## src/sv/sbt_pkg.sv

```systemverilog
// ----------------------------------------------------------------------------
// sbt_pkg
// Shared types and constants of the s-expression byte tokenizer.
// ----------------------------------------------------------------------------
`default_nettype none

package sbt_pkg;

   localparam int unsigned POS_W  = 16;
   localparam int unsigned KIND_W = 3;

   localparam logic [KIND_W-1:0] KIND_COLON  = 3'd0;
   localparam logic [KIND_W-1:0] KIND_RPAREN = 3'd1;
   localparam logic [KIND_W-1:0] KIND_LPAREN = 3'd2;
   localparam logic [KIND_W-1:0] KIND_QUOTE  = 3'd3;
   localparam logic [KIND_W-1:0] KIND_INT    = 3'd4;
   localparam logic [KIND_W-1:0] KIND_IDENT  = 3'd5;
   localparam logic [KIND_W-1:0] KIND_END    = 3'd6;

   localparam logic CMD_BYTE = 1'b0;
   localparam logic CMD_END  = 1'b1;

   typedef struct packed {
      logic [KIND_W-1:0] kind;
      logic [POS_W-1:0]  start;
      logic [POS_W-1:0]  length;
      logic              last;
   } sbt_token_type;

   // tokens caused by one item: tok_a always, tok_b when two is set
   typedef struct packed {
      sbt_token_type tok_a;
      sbt_token_type tok_b;
      logic          two;
   } sbt_event_type;

endpackage

`default_nettype wire

```

## src/sv/sbt_front.sv

```systemverilog
// ----------------------------------------------------------------------------
// sbt_front
// Accepts bytes, classifies them and tracks the open run; emits one event
// holding the one or two tokens an item causes.
// ----------------------------------------------------------------------------
`default_nettype none

module sbt_front #(
   parameter longint unsigned TEXT_LEN_MAX = 65536
) (
   input  wire logic                  clock,
   input  wire logic                  reset,
   input  wire logic                  in_push,
   input  wire logic                  in_command,
   input  wire logic [7:0]            in_byte,
   input  wire logic                  q_full,
   output logic                       ev_push,
   output sbt_pkg::sbt_event_type     ev_data
);

   localparam logic [sbt_pkg::POS_W-1:0] POS_MAX =
      (TEXT_LEN_MAX - 1 > 64'd65535) ? 16'hFFFF : 16'(TEXT_LEN_MAX - 1);

   localparam logic [1:0] MODE_IDLE  = 2'd0;
   localparam logic [1:0] MODE_INT   = 2'd1;
   localparam logic [1:0] MODE_IDENT = 2'd2;

   logic [1:0]                mode_ff, mode_in;
   logic [sbt_pkg::POS_W-1:0] pos_ff, pos_in;
   logic [sbt_pkg::POS_W-1:0] open_ff, open_in;

   logic                      accept;
   logic                      run_emit, one_emit;
   sbt_pkg::sbt_token_type    run_tok, one_tok;
   logic [sbt_pkg::POS_W-1:0] run_len;
   logic [1:0]                mode;
   logic                      is_digit, is_space, is_punct;
   logic [sbt_pkg::KIND_W-1:0] punct_kind;

   assign accept = in_push && !q_full;

   always_comb begin
      is_punct   = 1'b1;
      punct_kind = sbt_pkg::KIND_COLON;
      unique case (in_byte)
         8'h3A:   punct_kind = sbt_pkg::KIND_COLON;
         8'h29:   punct_kind = sbt_pkg::KIND_RPAREN;
         8'h28:   punct_kind = sbt_pkg::KIND_LPAREN;
         8'h27:   punct_kind = sbt_pkg::KIND_QUOTE;
         default: is_punct = 1'b0;
      endcase
   end

   assign is_digit = (in_byte >= 8'h30) && (in_byte <= 8'h39);
   assign is_space = (in_byte == 8'h20) || (in_byte == 8'h0A) || (in_byte == 8'h0D) ||
                     (in_byte == 8'h09) || (in_byte == 8'h0B);
   assign run_len  = (pos_ff >= open_ff) ? pos_ff - open_ff : '0;

   always_comb begin
      mode     = (mode_ff == MODE_INT || mode_ff == MODE_IDENT) ? mode_ff : MODE_IDLE;
      mode_in  = mode;
      pos_in   = pos_ff;
      open_in  = open_ff;
      run_emit = 1'b0;
      one_emit = 1'b0;
      run_tok.kind   = (mode == MODE_INT) ? sbt_pkg::KIND_INT : sbt_pkg::KIND_IDENT;
      run_tok.start  = open_ff;
      run_tok.length = run_len;
      run_tok.last   = 1'b0;
      one_tok.kind   = punct_kind;
      one_tok.start  = pos_ff;
      one_tok.length = 16'd1;
      one_tok.last   = 1'b1;
      if (in_command == sbt_pkg::CMD_END) begin
         run_emit       = (mode != MODE_IDLE);
         one_emit       = 1'b1;
         one_tok.kind   = sbt_pkg::KIND_END;
         one_tok.start  = (pos_ff != '0) ? pos_ff - 16'd1 : '0;
         one_tok.length = '0;
         mode_in        = MODE_IDLE;
         pos_in         = '0;
         open_in        = '0;
      end else begin
         if ((mode == MODE_INT && !is_digit) ||
             (mode == MODE_IDENT && (is_punct || is_space))) begin
            run_emit = 1'b1;
            mode_in  = MODE_IDLE;
         end
         if (mode_in == MODE_IDLE) begin
            if (is_punct) begin
               one_emit = 1'b1;
            end else if (!is_space) begin
               mode_in = is_digit ? MODE_INT : MODE_IDENT;
               open_in = pos_ff;
            end
         end
         if (pos_ff < POS_MAX) begin
            pos_in = pos_ff + 16'd1;
         end
      end
   end

   always_comb begin
      ev_data.tok_b = one_tok;
      if (run_emit) begin
         ev_data.tok_a      = run_tok;
         ev_data.tok_a.last = !one_emit;
         ev_data.two        = one_emit;
      end else begin
         ev_data.tok_a = one_tok;
         ev_data.two   = 1'b0;
      end
   end

   assign ev_push = accept && (run_emit || one_emit);

   always_ff @(posedge clock) begin
      if (reset) begin
         mode_ff <= MODE_IDLE;
         pos_ff  <= '0;
         open_ff <= '0;
      end else if (accept) begin
         mode_ff <= mode_in;
         pos_ff  <= pos_in;
         open_ff <= open_in;
      end
   end

endmodule

`default_nettype wire

```

## src/sv/sbt_queue.sv

```systemverilog
// ----------------------------------------------------------------------------
// sbt_queue
// Short event queue between the front and the back.
// ----------------------------------------------------------------------------
`default_nettype none

module sbt_queue (
   input  wire logic                  clock,
   input  wire logic                  reset,
   input  wire logic                  push,
   input  sbt_pkg::sbt_event_type     wdata,
   input  wire logic                  pop,
   output sbt_pkg::sbt_event_type     rdata,
   output logic                       full,
   output logic                       valid
);

   localparam int unsigned DEPTH = 4;
   localparam int unsigned PTR_W = $clog2(DEPTH);

   sbt_pkg::sbt_event_type mem_ff [DEPTH];
   logic [PTR_W-1:0]       wr_ptr_ff, rd_ptr_ff;
   logic [PTR_W:0]         count_ff;
   logic                   do_push, do_pop;

   assign full    = (count_ff == (PTR_W+1)'(DEPTH));
   assign valid   = (count_ff != '0);
   assign do_push = push && !full;
   assign do_pop  = pop && valid;
   assign rdata   = mem_ff[rd_ptr_ff];

   always_ff @(posedge clock) begin
      if (do_push) begin
         mem_ff[wr_ptr_ff] <= wdata;
      end
   end

   always_ff @(posedge clock) begin
      if (reset) begin
         wr_ptr_ff <= '0;
         rd_ptr_ff <= '0;
         count_ff  <= '0;
      end else begin
         if (do_push) begin
            wr_ptr_ff <= wr_ptr_ff + 1'b1;
         end
         if (do_pop) begin
            rd_ptr_ff <= rd_ptr_ff + 1'b1;
         end
         count_ff <= count_ff + (PTR_W+1)'(do_push) - (PTR_W+1)'(do_pop);
      end
   end

endmodule

`default_nettype wire

```

## src/sv/sbt_back.sv

```systemverilog
// ----------------------------------------------------------------------------
// sbt_back
// Expands events into single tokens and holds the result output register.
// ----------------------------------------------------------------------------
`default_nettype none

module sbt_back (
   input  wire logic                  clock,
   input  wire logic                  reset,
   input  sbt_pkg::sbt_event_type     ev_data,
   input  wire logic                  ev_valid,
   output logic                       ev_pop,
   input  wire logic                  out_pop,
   output logic                       out_valid,
   output sbt_pkg::sbt_token_type     out_tok
);

   logic                   out_valid_ff;
   sbt_pkg::sbt_token_type out_tok_ff;
   logic                   pend_ff;
   sbt_pkg::sbt_token_type pend_tok_ff;
   logic                   load;

   assign load      = !out_valid_ff || out_pop;
   assign ev_pop    = load && !pend_ff && ev_valid;
   assign out_valid = out_valid_ff;
   assign out_tok   = out_tok_ff;

   always_ff @(posedge clock) begin
      if (load) begin
         if (pend_ff) begin
            out_tok_ff <= pend_tok_ff;
         end else begin
            out_tok_ff  <= ev_data.tok_a;
            pend_tok_ff <= ev_data.tok_b;
         end
      end
   end

   always_ff @(posedge clock) begin
      if (reset) begin
         out_valid_ff <= 1'b0;
         pend_ff      <= 1'b0;
      end else if (load) begin
         if (pend_ff) begin
            out_valid_ff <= 1'b1;
            pend_ff      <= 1'b0;
         end else begin
            out_valid_ff <= ev_valid;
            pend_ff      <= ev_valid && ev_data.two;
         end
      end
   end

endmodule

`default_nettype wire

```

## src/sv/sexpr_byte_tokenizer.sv

```systemverilog
// ----------------------------------------------------------------------------
// sexpr_byte_tokenizer
// S-expression lexer: bytes in, (kind, start, length) tokens out.
// ----------------------------------------------------------------------------
//  channel  | ports                                   | accepted when
//  ---------+-----------------------------------------+----------------------
//  request  | req_push req_full req_command req_data_byte | push && !full
//  response | rsp_empty rsp_pop rsp_token_* rsp_run_last  | pop && !empty
//
//  One item per cycle is accepted while the queue is not full; the front updates the
//  scan state in the cycle of acceptance and queues the item's tokens (none, one or two).
//  The back emits one token per cycle while the receiver pops, so items causing two
//  tokens drain at that rate; the 4-entry event queue and full set back-pressure.
//  An item's tokens reach the ports through the event queue and then the output register.
//  Reset is synchronous and clears scan state, queue and output register.
// ----------------------------------------------------------------------------
`default_nettype none

module sexpr_byte_tokenizer #(
   parameter longint unsigned TEXT_LEN_MAX = 65536
) (
   input  wire logic        clock,
   input  wire logic        reset,
   input  wire logic        req_push,
   output logic             req_full,
   input  wire logic        req_command,
   input  wire logic [7:0]  req_data_byte,
   output logic             rsp_empty,
   input  wire logic        rsp_pop,
   output logic [2:0]       rsp_token_kind,
   output logic [15:0]      rsp_token_start,
   output logic [15:0]      rsp_token_length,
   output logic             rsp_run_last
);

   sbt_pkg::sbt_event_type ev_wdata, ev_rdata;
   sbt_pkg::sbt_token_type out_tok;
   logic                   ev_push, ev_pop, q_full, q_valid, out_valid;

   sbt_front #(.TEXT_LEN_MAX(TEXT_LEN_MAX)) u_front (
      .clock      (clock),
      .reset      (reset),
      .in_push    (req_push),
      .in_command (req_command),
      .in_byte    (req_data_byte),
      .q_full     (q_full),
      .ev_push    (ev_push),
      .ev_data    (ev_wdata)
   );

   sbt_queue u_queue (
      .clock (clock),
      .reset (reset),
      .push  (ev_push),
      .wdata (ev_wdata),
      .pop   (ev_pop),
      .rdata (ev_rdata),
      .full  (q_full),
      .valid (q_valid)
   );

   sbt_back u_back (
      .clock     (clock),
      .reset     (reset),
      .ev_data   (ev_rdata),
      .ev_valid  (q_valid),
      .ev_pop    (ev_pop),
      .out_pop   (rsp_pop),
      .out_valid (out_valid),
      .out_tok   (out_tok)
   );

   assign req_full         = q_full;
   assign rsp_empty        = !out_valid;
   assign rsp_token_kind   = out_tok.kind;
   assign rsp_token_start  = out_tok.start;
   assign rsp_token_length = out_tok.length;
   assign rsp_run_last     = out_tok.last;

endmodule

`default_nettype wire

```

## config.mk

```make
export PLATFORM = sky130hd
export DESIGN_NAME = sexpr_byte_tokenizer
export DESIGN_NICKNAME = d
export VERILOG_FILES = /design/src/sv/sbt_pkg.sv /design/src/sv/sbt_front.sv /design/src/sv/sbt_queue.sv /design/src/sv/sbt_back.sv /design/src/sv/sexpr_byte_tokenizer.sv
export SDC_FILE = /design/constraint.sdc
export NUM_CORES = 1
export LEC_CHECK = 0
export ABC_AREA = 1
export BUFFER_PORTS_ARGS = -buffer_cell sky130_fd_sc_hd__buf_2
export CAP_MARGIN = 20
export CORE_MARGIN = 4
export CORE_UTILIZATION = 62
export DETAILED_ROUTE_END_ITERATION = 10
export GPL_TIMING_DRIVEN = 0
export PLACE_DENSITY = 0.77
export SLEW_MARGIN = 15
export SYNTH_ARGS = -nofsm -noshare
export SYNTH_HDL_FRONTEND = slang
export SYNTH_SLANG_ARGS = --single-unit
```

## constraint.sdc

```tcl
create_clock -name clock -period 6.7 [get_ports clock]
set_input_delay 1.34 -clock clock [delete_from_list [all_inputs] [get_ports clock]]
set_output_delay 1.34 -clock clock [all_outputs]
set_load 0.1 [all_outputs]
```

==> results of run 1 <==
kinds of logic after synthesis:
| kind of cell | count (synthesis) | synth area share (%) |
|---|---|---|
| buf+inv | 172 | 4.926 |
| xor+xnor | 32 | 1.893 |
| compound gates | 281 | 11.24 |
| flops | 329 | 63.68 |
| fa+ha+maj | 29 | 2.552 |
| simple gates | 527 | 15.72 |
final timing paths:
kind | end | slack [ns] | start
setup reg to reg | u_queue.mem_ff[2][37] | 3.61 | u_front.pos_ff[0]
setup / recovery | u_queue.mem_ff[1][26] | 3.18 | req_data_byte[1]
hold / removal | u_queue.rd_ptr_ff[1] | 0.47 | u_queue.rd_ptr_ff[1]
hold reg to reg | u_queue.rd_ptr_ff[1] | 0.47 | u_queue.rd_ptr_ff[1]
critical path, cell delays in order:
cell and delay (ns):
buf_2 0.13, nor2_1 0.16, nand2_1 0.08, nand2_1 0.08
nand2_2 0.10, nand3_2 0.11, nand2_4 0.08, nand3_4 0.15
inv_2 0.08, nand2_1 0.19, nand2_2 0.19, nor2_4 0.39
buf_16 0.23, buf_8 0.19, buf_12 0.20
routing by layer:
metal,up-vias,part of all wire [%],GRT usage [%]
met5,-,0,0
met4,0,3.1,10.29
met3,79,8.0,4.126
met2,529,48,46.74
met1,5044,41,38.26
li1,4951,-,-
state kept, by name (all words and copies together) (netlist names), named ones only:
signal              count
u_back.out_tok         36
u_back.out_valid        1
u_back.pend_ff          1
u_back.pend_tok_ff     20
u_front.mode_ff         2
u_front.open_ff        16
u_front.pos_ff         16
u_queue.count_ff        3
u_queue.mem_ff        228
u_queue.rd_ptr_ff       2
u_queue.wr_ptr_ff       2
cell usage in the layout, fill, tap and decap left out, types with 11 or more instances in the layout:
| cell | netlist | layout |
|---|---|---|
| edfxtp_1 | 284 | 284 |
| nor2_1 | 273 | 268 |
| nand2_1 | 135 | 135 |
| o21ai_0 | 130 | 130 |
| inv_1 | 84 | 83 |
| a21oi_1 | 59 | 59 |
| buf_2 | 8 | 57 |
| clkbuf_1 | 42 | 46 |
| dfxtp_1 | 45 | 45 |
| clkbuf_16 | 0 | 35 |
| nand3_1 | 28 | 28 |
| o21ai_2 | 28 | 28 |
| ha_1 | 27 | 27 |
| nand4_1 | 24 | 24 |
| xor2_1 | 24 | 24 |
| a31oi_1 | 21 | 21 |
| o22ai_1 | 21 | 21 |
| inv_2 | 17 | 18 |
| nor3_1 | 17 | 17 |
| nand2_2 | 16 | 16 |
| nor2_2 | 12 | 12 |
| nor2_4 | 6 | 11 |
through the flow:
step	setup slack (ns)	hold WS, ns	utilization (%)	cell area (um^2)	power [W]
floorplan	1.600	0.4365	-	14810	0.004765
global placement	-0.7292	0.4557	65.83	15450	0.005369
detailed placement	2.677	0.4566	66.86	15690	0.005457
CTS	3.198	0.4681	71.64	16820	0.007346
global route	3.028	0.4802	71.64	16820	0.007653
finish	3.179	0.4709	71.64	16820	0.007349
final cells by class:
class                           count  area (um^2)
Clock inverter                     22        232.7
Fill cell                        1626         6656
Buffer                             68        332.8
Sequential cell                   329         9429
Clock buffer                       39        890.9
Inverter                          104        396.6
Tap cell                          319        399.1
Timing Repair Buffer               59        447.9
Multi-Input combinational cell    869         4687
power groups by stage:
| stage | registers [W] | logic, W | clock network (W) |
|---|---|---|---|
| after floorplan | 0.00359 | 0.00117 | 0 |
| after global placement | 0.00278 | 0.00259 | 0 |
| after detailed placement | 0.00277 | 0.00269 | 0 |
| after CTS | 0.00273 | 0.00271 | 0.00191 |
| after global routing | 0.00275 | 0.00290 | 0.00200 |
| final | 0.00273 | 0.00271 | 0.00190 |
==> flow_summary.toml, run 1 <==
[synthesis]
synth_area_leaders = "edfxtp_1 (58%), nor2_1 (6.9%), dfxtp_1 (6.1%)"
synth.avg_cell_area_um2 = 10.81
syn_nets = 1412
synth.cell_area_um2 = 14810
yosysWarnings = 0
yosysMostFrequentCell = "edfxtp_1"
seq_area_frac_synth_pct = 63.68
synth_area_leader_cell = "edfxtp_1"
synth_cell_types = 49
synth_seq_cells = 329
ys_async_sr_fraction_pct = 0
synthTopCellsByCount = "edfxtp_1 (284), nor2_1 (273), nand2_1 (135), o21ai_0 (130), inv_1 (84)"
synth_flop_cell = "edfxtp_1"
synth_edf_count = 284
syn_inst = 1370
synth_top_area_share_pct = 57.59

[power]
p_per_area_nw_per_um2 = 437.0
switchingPower_w = 0.003016
power_frac_clock_pct = 25.9
ir_worst_vdd_mv = 0.3774
p_sw_share_pct = 41.04
p_comb_share_pct = 36.9
p_int_w = 0.004332
leakagePower_nw = 6.462
seqPwrFrac_pct = 37.2

[clock_network]
post_cts_resized = 0
post_cts_buffers = 0
ctsRootBufferMaster = "clkbuf_16"
clock_sinks = 329
clockBufferDepth = 3
path_clk_slew_ns = 0.06
cts_hold_buf = 0
htreeDepth = 2
cts_tree = "done"
worstSkewPairLatency_ns = 0.53
cts_buffers = 34

[placed_design]
gp_congestion = 0.9602
dp_cells = 1748
hpwl_um = 25410
port_buffers = 49

[finish]
insertedDiodeCount = 0
layout-drive-gt1-share_pct = 15.91
area_growth_syn_to_layout_pct = 13.56
final_cell_count_no_fill = 1809
nets = 1507

[sta]
setup_tns_ns = 0
slew-limit-headroom_pct = 43.73
finalHoldViolations = 0
finalCritPeriodShare_pct = 52.55
setup_violations = 0
rsz0062_at_grt = "false"
skew_ns = 0.02768
period_minus_slack_ns = 3.521
tightest_slew_ns = 0.8440
slew_viol_final = 0
fmax_mhz = 284.0

[job]
drv_cap = 0

[route]
wire_per_inst_um = 20.42
drc_errors = 0
drt_wl_total_um = 36940
vias_per_cell = 5.861
dr.pass1.iters = 6
vias = 10600
ant_nets = 0
first_iter_violations = 1319

[floorplanning]
io-pin-count = 51
rows = 56
fp.coreArea_um2 = 23470
start_util_pct = 63.09
fp.dieH_um = 162.5
die_w_um = 162.5
die_area_um2 = 26420

[setup_path]
crit_type = "input pin to register"
end_kind = "register"
critical_path.max_fanout = 21
reg2reg_depth = 12
crit_arrival_ns = 3.73
cp.required_ns = 6.91
worstSetupStartpointType = "input pin"

[outcome]
outcome = "finished clean"

[grt]
grt_pass1_wl_um = 57040
grt_max_degree = 37
gr-usage-all-layers_pct = 28.13
grt_pass1_vias = 10370
antenna_found_initial = 0
grt_overflow_total = 0

[min_path]
hold_path_depth = 2
hp-class = "register to register"
Note: power is estimated with default switching activity, not from simulation.
==> run 2, diff against run 1 <==
--- a/config.mk
+++ b/config.mk
@@ -9,10 +9,10 @@
 export BUFFER_PORTS_ARGS = -buffer_cell sky130_fd_sc_hd__buf_2
 export CAP_MARGIN = 20
 export CORE_MARGIN = 4
-export CORE_UTILIZATION = 62
+export CORE_UTILIZATION = 56
 export DETAILED_ROUTE_END_ITERATION = 10
 export GPL_TIMING_DRIVEN = 0
-export PLACE_DENSITY = 0.77
+export PLACE_DENSITY = 0.73
 export SLEW_MARGIN = 15
 export SYNTH_ARGS = -nofsm -noshare
 export SYNTH_HDL_FRONTEND = slang
==> constraint.sdc (replaced) <==
create_clock -name clock -period 2.9 [get_ports clock]
set_input_delay 0.58 -clock clock [delete_from_list [all_inputs] [get_ports clock]]
set_output_delay 0.58 -clock clock [all_outputs]
set_load 0.1 [all_outputs]
==> flow_summary.toml, run 2 (synthesized netlist as in run 1, its figures left out) <==
[min_path]
holdPathEnd = "u_queue.mem_ff[3][35]"
min_from = "req_command"
hp-class = "input pin to register"
hold_path_depth = 1

[setup_path]
path_depth = 12
worstSetupStartpointType = "register"
crit_arrival_ns = 3.09
reg2reg_depth = 12
cpMaxStageDelayCell = "dfxtp_1"
r2r_setup_slack_ns = 0.20
slowest_delay_ns = 0.38
cp_cell_sequence = "inv_1 > ha_1 > nand2_1 > nand3_4 > inv_2 > nand2_1 > nand2_4 > inv_1 > ha_1 > fa_1 > o21ai_0 > a21oi_1"
crit_buf_inv = 3
end_kind = "register"
worstReg2RegEnd = "u_queue.count_ff[2]"
cp.required_ns = 3.29
crit_type = "register to register"
rr_startpoint = "u_front.mode_ff[1]"
critical_path.max_fanout = 6
crit_family = "adder cells"

[route]
first_iter_violations = 1096
drt_wl_total_um = 36570
ant_nets = 0
drc_errors = 0
vias = 10490
dr.pass1.iters = 6
vias_per_cell = 5.732
wire_per_inst_um = 19.98

[clock_network]
cts_buffers = 35
cts_tree = "done"
ctsRootBufferMaster = "clkbuf_16"
clockBufferDepth = 3
htreeDepth = 2
cts_hold_buf = 0
worstSkewPairLatency_ns = 0.52
path_clk_slew_ns = 0.07
clock_sinks = 329

[finish]
layout-drive-gt1-share_pct = 16.25
largest_register_ffs = 228
design_area_um2 = 16860
fillers = 1976
insertedDiodeCount = 0
final_cell_mix = "edfxtp_1 (284), nor2_1 (268), nand2_1 (135)"
final_common_cell = "edfxtp_1"
regMostFlops = "u_queue.mem_ff"
area_growth_syn_to_layout_pct = 13.83
nets = 1512

[floorplanning]
io-pin-count = 51
start_util_pct = 56.83
rows = 59
die_w_um = 170.6
fp.coreArea_um2 = 26060
fp.dieH_um = 170.6
die_area_um2 = 29110

[power]
p_per_area_nw_per_um2 = 993.1
p_comb_share_pct = 37.3
ir_worst_vdd_mv = 0.7275
seqPwrFrac_pct = 37.7
leakagePower_nw = 6.476
power_frac_clock_pct = 24.9
p_sw_share_pct = 41.34
switchingPower_w = 0.006920
p_int_w = 0.009821
power_w = 0.01674

[grt]
grt_pass1_vias = 10050
grt_pass1_wl_um = 56590
antenna_found_initial = 0
grt_max_degree = 37
grt_overflow_total = 0
gr-usage-all-layers_pct = 25.33

[sta]
slew-limit-headroom_pct = 42.64
fin_hold_ws_ns = 0.3240
setup_tns_ns = 0
tightest_slew_ns = 0.8514
skew_ns = 0.02223
finalHoldViolations = 0
setup_slack_ns = 0.1988
rsz0062_at_grt = "false"
finalCritPeriodShare_pct = 93.15
slew_viol_final = 0
fmax_mhz = 370.2
period_minus_slack_ns = 2.701
setup_violations = 0

[placed_design]
gp_congestion = 0.9457
postPlaceCellArea_um2 = 15750
hpwl_um = 25550
port_buffers = 49
pre_cts_ws_ns = -0.4345

[outcome]
outcome = "finished clean"

[job]
drv_cap = 0
==> run 2: cell types whose count changed in the layout (fill, tap and decap cells not counted), moves of 3 or more <==
cell | previous run | this run
clkbuf_1 | 46 | 51
bufinv_16 | 4 | 1
buf_16 | 1 | 4
buf_4 | 4 | 7
==> run 2: how the worst max path moves through the flow <==
stage	from	to	slack (ns)
after floorplan	req_data_byte[7]	u_queue.mem_ff[0][0]	-0.51
after global placement	req_data_byte[0]	u_queue.mem_ff[0][64]	-2.14
after detailed placement	req_data_byte[7]	u_queue.mem_ff[1][32]	-0.43
after CTS	u_front.pos_ff[0]	u_queue.mem_ff[0][37]	0.02
after global routing	u_front.pos_ff[0]	u_queue.mem_ff[0][39]	0.02
final	u_front.mode_ff[1]	u_queue.count_ff[2]	0.20
==> run 2: what timing repair did <==
| item | in CTS | in global routing |
|---|---|---|
| resized for setup | 2 | 7 |
| endpoints found under the setup margin | 114 | 57 |
| pin swaps | 3 | 0 |
| setup buffers | 3 | 0 |
==> run 2: power groups by stage <==
stage                     Combinational (W)  Sequential, W  Clock [W]
final                               0.00625        0.00632    0.00417
after global routing                0.00670        0.00637    0.00441
after CTS                           0.00623        0.00632    0.00421
after detailed placement            0.00620        0.00641          0
after global placement              0.00602        0.00641          0
after floorplan                     0.00271        0.00830          0
==> run 2: routing by layer <==
metal	routed length, um	up-vias	track usage [%]
li1	-	4959	-
met1	15200	4989	35.11
met2	17420	479	41.80
met3	2956	62	3.766
met5	0	-	0
met4	994	0	7.986
==> run 2: cell type report <==
type,count,area [um^2],share of cell area [%]
Sequential cell,329,9429,55.94
Multi-Input combinational cell,869,4700,27.88
Clock buffer,45,923.4,5.478
Timing Repair Buffer,63,509.2,3.021
Tap cell,335,419.2,2.487
Inverter,104,396.6,2.353
Buffer,68,336.6,1.997
Clock inverter,17,142.6,0.8462
==> run 2: stage by stage <==
stage | utilization, % | instances
6_report | 64.69 | 1830
5_1_grt | 64.69 | 1830
4_1_cts | 64.60 | 1830
3_5_place_dp | 60.43 | 1765
3_3_place_gp | 59.41 | 1754
2_1_floorplan | - | 1370
==> run 3, diff against run 2 <==
--- a/config.mk
+++ b/config.mk
@@ -12,7 +12,7 @@
 export CORE_UTILIZATION = 56
 export DETAILED_ROUTE_END_ITERATION = 10
 export GPL_TIMING_DRIVEN = 0
-export PLACE_DENSITY = 0.73
+export PLACE_DENSITY = 0.76
 export SLEW_MARGIN = 15
 export SYNTH_ARGS = -nofsm -noshare
 export SYNTH_HDL_FRONTEND = slang
==> flow_summary.toml, run 3 (synthesized netlist as in run 1, its figures left out) <==
[outcome]
outcome = "finished clean"

[clock_network]
cts_tree = "done"
path_clk_slew_ns = 0.06
ctsRootBufferMaster = "clkbuf_16"
clock_sinks = 329
cts_buffers = 35
htreeDepth = 2
cts_hold_buf = 0
worstSkewPairLatency_ns = 0.51
clockBufferDepth = 3

[route]
vias = 10470
drc_errors = 0
dr.pass1.iters = 5
ant_nets = 0
wire_per_inst_um = 19.65
first_iter_violations = 1047
drt_wl_total_um = 36010
vias_per_cell = 5.713

[sta]
rsz0062_at_grt = "false"
finalCritPeriodShare_pct = 95.35
slew_viol_final = 0
skew_ns = 0.01394
finalHoldViolations = 0
setup_slack_ns = 0.1348
fin_hold_ws_ns = 0.3479
tightest_slew_ns = 0.8275
setup_violations = 0
period_minus_slack_ns = 2.765
fmax_mhz = 361.6
slew-limit-headroom_pct = 44.83

[floorplanning]
io-pin-count = 51
die_area_um2 = 29110
die_w_um = 170.6
start_util_pct = 56.83
fp.dieH_um = 170.6
rows = 59
fp.coreArea_um2 = 26060

[finish]
layout-drive-gt1-share_pct = 16.57
final_common_cell = "edfxtp_1"
regMostFlops = "u_queue.mem_ff"
final_cell_count_no_fill = 1832
design_area_um2 = 16880
area_growth_syn_to_layout_pct = 14.00
final_cell_mix = "edfxtp_1 (284), nor2_1 (268), nand2_1 (134)"
insertedDiodeCount = 0
nets = 1512
largest_register_ffs = 228

[setup_path]
crit_type = "register to register"
worstSetupStartpointType = "register"
cpMaxStageDelayCell = "dfxtp_1"
critical_path.max_fanout = 6
cp_cell_sequence = "inv_2 > ha_1 > inv_1 > fa_1 > nand3_1 > nand2_1 > a21boi_2 > o21ai_1 > nand2_1 > nand3_1 > nand2_4 > nor3_1"
crit_arrival_ns = 3.01
cp.required_ns = 3.15
slowest_delay_ns = 0.46
end_kind = "register"

[power]
ir_worst_vdd_mv = 1.009
leakagePower_nw = 6.487
p_per_area_nw_per_um2 = 992.8

[grt]
gr-usage-all-layers_pct = 24.64
grt_overflow_total = 0
grt_pass1_vias = 9935
antenna_found_initial = 0
grt_pass1_wl_um = 55190
grt_max_degree = 37

[placed_design]
pre_cts_ws_ns = -0.5137
hpwl_um = 24830
port_buffers = 49
dp_cells = 1763
gp_congestion = 0.9511
postPlaceCellArea_um2 = 15740

[min_path]
hp-class = "input pin to register"

[job]
drv_cap = 0
## run 3: cell count changes in the layout (fill, tap and decap cells not counted), moves of 2 or more
cell	change
buf_12	-3
buf_16	+2
clkbuf_1	-6
clkinv_1	+4
clkinv_2	+2
clkinvlp_4	+2
## run 3: through the flow
stage                     utilization, %  power (W)  setup TNS (ns)
after global routing               64.78    0.01751               0
after global placement             59.41    0.01237         -447.07
after CTS                          64.70    0.01674               0
after floorplan                        -    0.01101         -115.62
after detailed placement           60.38    0.01256          -60.38
final                              64.78    0.01676               0
## run 3: where the power goes
| part | switching, W | internal (W) |
|---|---|---|
| logic | 0.00491 | 0.00133 |
| registers | 0.000204 | 0.00612 |
| clock network | 0.00181 | 0.00239 |
| total | 0.00693 | 0.00983 |
## run 3: per-layer routing
| layer | wire (um) | part of all wire [%] | GRT usage, % | vias to the layer above |
|---|---|---|---|---|
| met5 | 0 | 0 | 0 | - |
| met4 | 982 | 2.7 | 7.639 | 0 |
| met3 | 3320 | 9.2 | 5.222 | 60 |
| met2 | 17070 | 47 | 39.89 | 510 |
| met1 | 14640 | 41 | 33.86 | 4934 |
| li1 | - | - | - | 4963 |
## run 3: path summary, 6_finish.rpt
check | from | end | slack, ns | cells past startpoint
worst max-delay path | u_front.pos_ff[0] | u_queue.mem_ff[0][50] | 0.13 | 12
worst min-delay path | req_command | u_queue.mem_ff[1][35] | 0.35 | 1
worst max register to register | u_front.pos_ff[0] | u_queue.mem_ff[0][50] | 0.13 | 12
worst min register to register | u_queue.rd_ptr_ff[0] | u_queue.rd_ptr_ff[0] | 0.48 | 1
## run 3: cell type report
| cell class | count | area (um^2) |
|---|---|---|
| clock buffer | 39 | 912.1 |
| buffer | 68 | 332.8 |
| sequential | 329 | 9429 |
| multi-input combinational | 870 | 4713 |
| clock inverter | 25 | 177.7 |
| inverter | 104 | 396.6 |
| tap | 335 | 419.2 |
| fill | 1980 | 9178 |
| timing repair buffer | 62 | 500.5 |
## run 3: worst max-delay path: cells and delay by family, from the launching register on
family,cells,cell delay (ns)
flops,1,0.46
compound gates,2,0.46
buf+inv,2,0.20
simple gates,6,0.98
fa+ha+maj,2,0.42
## run 3: timing repair
item	in CTS	in global routing
setup endpoints to repair	87	62
resized for setup	1	8
buffers inserted	4	0
cloned	1	0
pin swaps	4	0
